### config.mk
export PLATFORM = sky130hd
export DESIGN_NAME = ps2_mouse_packet_tracker_unit
export DESIGN_NICKNAME = d
export VERILOG_FILES = /design/src/rtl/ps2mpt_pkg.sv /design/src/rtl/ps2mpt_cell.sv /design/src/rtl/ps2_mouse_packet_tracker_unit.sv
export SDC_FILE = /design/constraint.sdc
export NUM_CORES = 1
export LEC_CHECK = 0
export ABC_CLOCK_PERIOD_IN_PS = 5400
export BUFFER_PORTS_ARGS = -buffer_cell sky130_fd_sc_hd__buf_2
export CAP_MARGIN = 0
export CORE_MARGIN = 4
export CORE_UTILIZATION = 61
export DETAILED_ROUTE_END_ITERATION = 8
export GPL_TIMING_DRIVEN = 1
export PLACE_DENSITY = 0.81
export REMOVE_ABC_BUFFERS = 1
export SLEW_MARGIN = 20
export SYNTH_ARGS = -nofsm -noshare
export SYNTH_HDL_FRONTEND = slang
export SYNTH_SLANG_ARGS = --single-unit
### constraint.sdc
create_clock -name clk_i -period 5.4 [get_ports clk_i]
set_input_delay 0.54 -clock clk_i [delete_from_list [all_inputs] [get_ports clk_i]]
set_output_delay 0.54 -clock clk_i [all_outputs]
set_load 0.01 [all_outputs]
### src/rtl/ps2mpt_pkg.sv
package ps2mpt_pkg;

  // Packet header byte layout
  localparam int unsigned HDR_SYNC_BIT = 3;
  localparam int unsigned BTN_W        = 3;
  localparam int unsigned BYTE_W       = 8;

  // Fixed result field widths
  localparam int unsigned CUR_W = 10;
  localparam int unsigned COL_W = 7;
  localparam int unsigned ROW_W = 5;

  // Output tdata layout, lowest bit first
  localparam int unsigned OFS_X     = 0;
  localparam int unsigned OFS_Y     = OFS_X + CUR_W;
  localparam int unsigned OFS_BTN   = OFS_Y + CUR_W;
  localparam int unsigned OFS_CLICK = OFS_BTN + BTN_W;
  localparam int unsigned OFS_DRAG  = OFS_CLICK + 1;
  localparam int unsigned OFS_SCOL  = OFS_DRAG + 1;
  localparam int unsigned OFS_SROW  = OFS_SCOL + COL_W;
  localparam int unsigned OFS_ECOL  = OFS_SROW + ROW_W;
  localparam int unsigned OFS_EROW  = OFS_ECOL + COL_W;
  localparam int unsigned OUT_USED  = OFS_EROW + ROW_W;
  localparam int unsigned OUT_TDATA_W = ((OUT_USED + 7) / 8) * 8;

  // Position within the three-byte packet
  typedef enum logic [2:0] {
    PH_HEAD = 3'b001,
    PH_DX   = 3'b010,
    PH_DY   = 3'b100
  } phase_e;

  // Per-transaction flags passed from the state update to the result stage
  typedef struct packed {
    logic             click;
    logic             done;
    logic             drag;
    logic             start_upd;
    logic             end_upd;
    logic [BTN_W-1:0] buttons;
  } flags_t;

endpackage

### src/rtl/ps2mpt_cell.sv
module ps2mpt_cell #(
  parameter int unsigned PIXELS = 1024,
  parameter int unsigned CELLS  = 80,
  localparam int unsigned PW = $clog2(PIXELS),
  localparam int unsigned CW = (CELLS > 1) ? $clog2(CELLS) : 1
) (
  input  logic [PW-1:0] pos_i,
  output logic [CW-1:0] cell_o
);

  // floor(pos*CELLS/PIXELS) as one multiply by a rounded-up reciprocal.
  // Exact while pos*err < 2^SH, which holds for pos, err < 2^PW.
  localparam int unsigned      SH    = 2 * PW;
  localparam longint unsigned  RECIP = ((64'(CELLS) << SH) + 64'(PIXELS) - 64'd1)
                                       / 64'(PIXELS);
  localparam int unsigned      RW    = $clog2(RECIP + 64'd1);
  localparam int unsigned      MW    = PW + RW;

  logic [MW-1:0] prod;
  logic [MW-1:0] quot;

  assign prod   = MW'(pos_i) * MW'(RECIP);
  assign quot   = prod >> SH;
  assign cell_o = (quot > MW'(CELLS - 1)) ? CW'(CELLS - 1) : CW'(quot);

endmodule

### src/rtl/ps2_mouse_packet_tracker_unit.sv
// Channel    | Dir | Signals                          | Contents
// -----------+-----+----------------------------------+------------------------------------
// byte in    | in  | s_axis_tvalid/tready/tdata[7:0]  | raw mouse byte
// result out | out | m_axis_tvalid/tready/tdata/tlast | cursor, buttons, drag cells; tlast
//            |     |                                  | marks the byte that ends a packet
// config     | in  | cfg_wen_i, cfg_wdata_i           | enable bit
//
// One byte per cycle sustained while the output is not stalled. Each transaction
// passes two register stages: the packet state update (phase, delta, cursor add
// and clamp, buttons) into the middle register, then the text-cell conversion
// (one constant multiply per axis) into the output register.
// Reset (async, active low) puts the cursor mid-screen, disables the block and
// clears the drag cells. A stalled output holds the pipe: bytes are taken only
// while the middle stage can move on.
module ps2_mouse_packet_tracker_unit
  import ps2mpt_pkg::*;
#(
  parameter int unsigned SCREEN_WIDTH  = 1024,
  parameter int unsigned SCREEN_HEIGHT = 768,
  parameter int unsigned TEXT_COLS     = 80,
  parameter int unsigned TEXT_ROWS     = 25
) (
  input  logic                   clk_i,
  input  logic                   rst_ni,
  input  logic                   cfg_wen_i,
  input  logic                   cfg_wdata_i,
  input  logic                   s_axis_tvalid,
  output logic                   s_axis_tready,
  input  logic [BYTE_W-1:0]      s_axis_tdata,   // [7:0] data_byte
  output logic                   m_axis_tvalid,
  input  logic                   m_axis_tready,
  // [9:0] cursor_x, [19:10] cursor_y, [22:20] button_bits, [23] click_pulse,
  // [24] dragging, [31:25] drag_start_col, [36:32] drag_start_row,
  // [43:37] drag_end_col, [48:44] drag_end_row, [55:49] zero
  output logic [OUT_TDATA_W-1:0] m_axis_tdata,
  output logic                   m_axis_tlast    // packet_done
);

  localparam int unsigned XW  = $clog2(SCREEN_WIDTH);
  localparam int unsigned YW  = $clog2(SCREEN_HEIGHT);
  localparam int unsigned CCW = (TEXT_COLS > 1) ? $clog2(TEXT_COLS) : 1;
  localparam int unsigned RCW = (TEXT_ROWS > 1) ? $clog2(TEXT_ROWS) : 1;
  // sum width: wide enough for the position and a full signed byte delta
  localparam int unsigned NXW = ((XW > BYTE_W) ? XW : BYTE_W) + 2;
  localparam int unsigned NYW = ((YW > BYTE_W) ? YW : BYTE_W) + 2;

  // ---------------- handshake ----------------
  logic mid_v_q, out_v_q;
  logic out_adv, mid_adv, s_acc;

  assign out_adv       = mid_v_q && (!out_v_q || m_axis_tready);
  assign mid_adv       = !mid_v_q || out_adv;
  assign s_axis_tready = mid_adv;
  assign s_acc         = s_axis_tvalid && mid_adv;

  // ---------------- configuration ----------------
  logic enable_q;

  always_ff @(posedge clk_i or negedge rst_ni) begin
    if (!rst_ni) begin
      enable_q <= 1'b0;
    end else if (cfg_wen_i) begin
      enable_q <= cfg_wdata_i;
    end
  end

  // ---------------- stage A: packet state ----------------
  phase_e            phase_q, phase_d;
  logic [BYTE_W-1:0] dx_q, dx_d;
  logic [XW-1:0]     x_q, x_d;
  logic [YW-1:0]     y_q, y_d;
  logic [BTN_W-1:0]  btn_q, btn_d;
  logic              drag_q, drag_d;
  flags_t            flags_d;

  logic signed [NXW-1:0] nx;
  logic signed [NYW-1:0] ny;

  // Deltas are 8-bit two's complement; Y grows downward on screen.
  assign nx = $signed(NXW'(x_q)) + NXW'($signed(dx_q));
  assign ny = $signed(NYW'(y_q)) - NYW'($signed(s_axis_tdata));

  always_comb begin
    phase_d = phase_q;
    dx_d    = dx_q;
    x_d     = x_q;
    y_d     = y_q;
    btn_d   = btn_q;
    drag_d  = drag_q;
    flags_d = '0;
    if (s_acc && enable_q) begin
      case (phase_q)
        PH_DX: begin
          dx_d    = s_axis_tdata;
          phase_d = PH_DY;
        end
        PH_DY: begin
          if (nx < 0) begin
            x_d = '0;
          end else if (nx > $signed(NXW'(SCREEN_WIDTH - 1))) begin
            x_d = XW'(SCREEN_WIDTH - 1);
          end else begin
            x_d = XW'(nx);
          end
          if (ny < 0) begin
            y_d = '0;
          end else if (ny > $signed(NYW'(SCREEN_HEIGHT - 1))) begin
            y_d = YW'(SCREEN_HEIGHT - 1);
          end else begin
            y_d = YW'(ny);
          end
          phase_d         = PH_HEAD;
          flags_d.done    = 1'b1;
          flags_d.end_upd = drag_q;
        end
        default: begin
          // header byte; without the sync bit it is dropped (resync)
          phase_d = PH_HEAD;
          if (s_axis_tdata[HDR_SYNC_BIT]) begin
            btn_d         = s_axis_tdata[BTN_W-1:0];
            flags_d.click = (btn_q == '0) && (s_axis_tdata[BTN_W-1:0] != '0);
            if (s_axis_tdata[0]) begin
              if (!drag_q) begin
                drag_d            = 1'b1;
                flags_d.start_upd = 1'b1;
              end
            end else begin
              drag_d = 1'b0;
            end
            phase_d = PH_DX;
          end
        end
      endcase
    end
    flags_d.drag    = drag_d;
    flags_d.buttons = btn_d;
  end

  always_ff @(posedge clk_i or negedge rst_ni) begin
    if (!rst_ni) begin
      phase_q <= PH_HEAD;
      dx_q    <= '0;
      x_q     <= XW'(SCREEN_WIDTH / 2);
      y_q     <= YW'(SCREEN_HEIGHT / 2);
      btn_q   <= '0;
      drag_q  <= 1'b0;
    end else begin
      phase_q <= phase_d;
      dx_q    <= dx_d;
      x_q     <= x_d;
      y_q     <= y_d;
      btn_q   <= btn_d;
      drag_q  <= drag_d;
    end
  end

  // Middle register: snapshot of the post-update state for this transaction
  flags_t        mid_flags_q;
  logic [XW-1:0] mid_x_q;
  logic [YW-1:0] mid_y_q;

  always_ff @(posedge clk_i or negedge rst_ni) begin
    if (!rst_ni) begin
      mid_v_q <= 1'b0;
    end else if (mid_adv) begin
      mid_v_q <= s_acc;
    end
  end

  always_ff @(posedge clk_i) begin
    if (s_acc) begin
      mid_flags_q <= flags_d;
      mid_x_q     <= x_d;
      mid_y_q     <= y_d;
    end
  end

  // ---------------- stage B: text cells and result ----------------
  logic [CCW-1:0] col;
  logic [RCW-1:0] row;

  ps2mpt_cell #(.PIXELS(SCREEN_WIDTH), .CELLS(TEXT_COLS)) u_col (
    .pos_i  (mid_x_q),
    .cell_o (col)
  );

  ps2mpt_cell #(.PIXELS(SCREEN_HEIGHT), .CELLS(TEXT_ROWS)) u_row (
    .pos_i  (mid_y_q),
    .cell_o (row)
  );

  logic [CCW-1:0] scol_q, scol_d, ecol_q, ecol_d;
  logic [RCW-1:0] srow_q, srow_d, erow_q, erow_d;

  // Pointer has not moved on a header byte, so the snapshot gives the start cell.
  assign scol_d = mid_flags_q.start_upd ? col : scol_q;
  assign srow_d = mid_flags_q.start_upd ? row : srow_q;
  assign ecol_d = mid_flags_q.end_upd   ? col : ecol_q;
  assign erow_d = mid_flags_q.end_upd   ? row : erow_q;

  always_ff @(posedge clk_i or negedge rst_ni) begin
    if (!rst_ni) begin
      scol_q  <= '0;
      srow_q  <= '0;
      ecol_q  <= '0;
      erow_q  <= '0;
      out_v_q <= 1'b0;
    end else begin
      if (out_adv) begin
        scol_q <= scol_d;
        srow_q <= srow_d;
        ecol_q <= ecol_d;
        erow_q <= erow_d;
      end
      if (out_adv) begin
        out_v_q <= 1'b1;
      end else if (m_axis_tready) begin
        out_v_q <= 1'b0;
      end
    end
  end

  logic [OUT_TDATA_W-1:0] tdata_q;
  logic                   tlast_q;

  always_ff @(posedge clk_i) begin
    if (out_adv) begin
      tdata_q <= {
        (OUT_TDATA_W - OUT_USED)'(0),
        ROW_W'(erow_d),
        COL_W'(ecol_d),
        ROW_W'(srow_d),
        COL_W'(scol_d),
        mid_flags_q.drag,
        mid_flags_q.click,
        mid_flags_q.buttons,
        CUR_W'(mid_y_q),
        CUR_W'(mid_x_q)
      };
      tlast_q <= mid_flags_q.done;
    end
  end

  assign m_axis_tvalid = out_v_q;
  assign m_axis_tdata  = tdata_q;
  assign m_axis_tlast  = tlast_q;

endmodule

==> flow_summary_export.csv <==
group,metric,value,unit
die,io_pins,73,
clock_network,cts.repair.resized,0,
power,p_sw,2.33,mW
power,max-vdd-ir-drop,0.358,mV
grt,grtUsageMet3,5.50,%
final_layout,area_growth,12.5,%
power,p_leak,4.36,nW
die,rows,42,
setup_path,crit_path_max_incr_delay,510,ps
setup_path,startpoint_type,"register",
setup_path,worstReg2RegStart,"mid_y_q[4]",
worst_hold_path,hold_class,"in2async",
timing,finClkSkew,6.77,ps
grt,grt_max_degree,63,
timing,finalCritPeriodShare,95.4,%
clock_network,clk_pin_slew_worst_paths,60,ps
setup_path,path_cells,"ha_1, inv_1, fa_1, inv_1, fa_1, fa_1, ha_1, ha_1, a21o_1, a211oi_1, o21a_1, a21oi_1, or3_1, a21oi_1, xor2_1, o22ai_1",
synthesis,syn_inst,714,
synthesis,synthFlopType,"edfxtp_1",
clock_network,hold_buffers,0,
setup_path,path_max_fanout,5,
setup_path,crit_start,"mid_y_q[4]",
outcome,outcome,"complete, no violations",
synthesis,ys_types,66,
final_layout,final_common_cell,"ha_1",
setup_path,slowest_stage,"fa_1",
die,die_w,126,um
final_layout,antenna_cells,0,
drt,wl,17.2,mm
final_layout,fin_nets,928,
clock_network,clockBufferDepth,2,
grt,grt_use_total,22.8,%
clock_network,htree_levels,4,
setup_path,worst-endpoint-required,5540,ps
power,internal-power,3.53,mW
clock_network,clk_latency,420,ps
timing,fin_crit,5150,ps
clock_network,clock-sinks,140,
grt,grt_pass1_vias,6008,
grt,busiest_layer,"met2",
placed_design,placed_area,0.00889,sq mm
synthesis,ys_seq_area_share,46.2,%
clock_network,cts_buffers,17,
drt,antenna_left,0,
synthesis,synth-seq-cells,140,
placed_design,portBuffers,65,
setup_path,end_kind,"register",
timing,worstMarginPinSlew,843,ps
die,die_height,126,um
die,coreArea,0.0134,sq mm
drt,drt_iter0_drc,373,
drt,drc,0,
die,dieArea,0.0158,sq mm
drt,dr.pass1.iters,5,
clock_network,post_cts_buffers,0,
drt,wl_per_cell,17.7,um
grt,grt_pass1_wl,29.0,mm
drt,vias_per_cell,5.86,
timing,fmax,0.194,GHz
power,combPwrFrac,51.1,%
power,powerDensity,618,mW/mm^2
timing,rsz0062_at_grt,"no",
power,clkPwrFrac,19.8,%
clock_network,clock-root-buffer,"clkbuf_16",
final_layout,fin_area,0.00948,sq mm
die,initial_core_util,62.9,%
timing,finalMaxSlewViolations,0,
setup_path,crit_type,"reg2reg",
placed_design,gp_congestion,0.854,
synthesis,syn_area,0.00843,sq mm
final_layout,layout_common_cells,"ha_1 (104), edfxtp_1 (78), buf_2 (65), inv_1 (59), dfrtp_1 (58)",
setup_path,arrival,5290,ps
synthesis,syn_avg_cell_area,11.8,sq um
synthesis,ys_warn_count,0,
placed_design,dp_hpwl,12.4,mm
flow_run,maxCapViolCount,0,
synthesis,synth_edf_count,78,
drt,via_count,5694,
clock_network,cts_tree,"done",
timing,fin_tns_setup,0,ps
synthesis,async_flop_share,44.3,%
power,p_sw_share,39.8,%
timing,final-setup-viol-count,0,
grt,antenna_found_initial,0,
final_layout,drive_gt1_share,18.5,%
grt,use_met2,37.4,%
grt,grt-ovfl-total,0,
grt,grt.met1_usage,30.0,%
timing,slew_headroom,43.8,%
power,p_seq_share,29.1,%
timing,hold_viol,0,
cell families (layout without fill, tap and decap cells):
group                      Yosys count  count (layout)  share of synthesized area (%)
DFF                                140             140                           46.2
adders and majority gates          132             132                           22.1
and+or+nand+nor                    159             159                           9.10
other                                1               7                         0.0445
muxes                               27              27                           3.58
AOI/OAI and AO/OA                  150             150                           12.6
xor gates and xnor gates            21              21                           2.18
buffers and inverters               84             159                           4.17
cells in the mapped netlist, types with 4 or more instances:
library cell  number  area share [%]
a22o_1             8            0.83
nand2b_1          11            0.82
dfstp_2            4             1.2
xor2_1             7            0.73
nor2_1            37             1.6
ha_1             104              15
xnor2_1           14             1.5
a21o_1             6            0.53
o21a_1             7            0.62
o31ai_1            6            0.53
o22ai_1            4            0.30
dfrtp_1           58              17
clkbuf_1          15            0.67
nor3_1             6            0.36
nand2_1           57             2.5
nand3_1           12            0.71
nor2b_1           11            0.82
fa_1              28             6.6
o21ai_0           31             1.8
or3_1              4            0.30
and2_1             5            0.37
a21oi_1           41             2.4
buf_4              7            0.62
edfxtp_1          78              28
inv_1             59             2.6
a221o_1           10             1.2
mux2_2            25             3.3
critical path: cells and delay by family (launching register included):
kind	cells	cell delay, ps
buf+inv	2	140
fa+ha+maj	6	2490
xor+xnor	1	320
flops	1	490
compound gates	6	1030
simple gates	1	400
flip-flops by register name, summed over array words and instances, names as in the netlist, 7 cells and up:
signal / cells
dx_q: 8
ecol_q: 7
m_axis_tdata: 49
mid_flags_q: 8
mid_x_q: 10
mid_y_q: 10
scol_q: 7
x_q: 10
y_q: 10
path summary, 6_finish.rpt:
kind	endpoint	slack (ps)	cells after the start
setup / recovery	m_axis_tdata[34]	250	16
hold / removal	ecol_q[6]	280	2
setup reg to reg	m_axis_tdata[34]	250	16
hold reg to reg	m_axis_tdata[21]	420	0
max in group asynchronous	enable_q	4580	2
min in group clk_i	mid_v_q	340	2
cell type report:
class / instances / area [sq um]
Clock buffer: 18 / 429
Clock inverter: 14 / 160
Fill cell: 908 / 3920
Inverter: 59 / 221
Multi-Input combinational cell: 496 / 4210
Sequential cell: 140 / 3900
Tap cell: 176 / 220
Timing Repair Buffer: 68 / 348
power by group through the flow:
stage	sequential, mW	clock (mW)	combinational (mW)
after detailed placement	1.71	0	2.93
after global placement	1.70	0	2.74
after global routing	1.74	1.23	3.40
after floorplan	1.69	0	2.20
after CTS	1.70	1.17	2.99
final	1.70	1.16	2.99
stage by stage:
step                      hold WS (ps)  total power [mW]  utilization [%]  setup WS [ps]  instances
after global placement             403              4.44             66.4            489        939
after CTS                          321              5.86             70.8            289        971
after floorplan                    244              3.89                -            716        695
after detailed placement           405              4.64             66.4            320        939
final                              279              5.86             70.8            250        971
after global routing               339              6.37             70.8           12.7        971
per-layer routing:
metal  share of wire [%]  vias to the layer above
li1                    -                     2712
met1                  44                     2794
met2                  49                      160
met3                 5.1                       28
met4                 1.6                        0
met5                   0                        -
No activity file was read; power rests on OpenSTA's default activity.
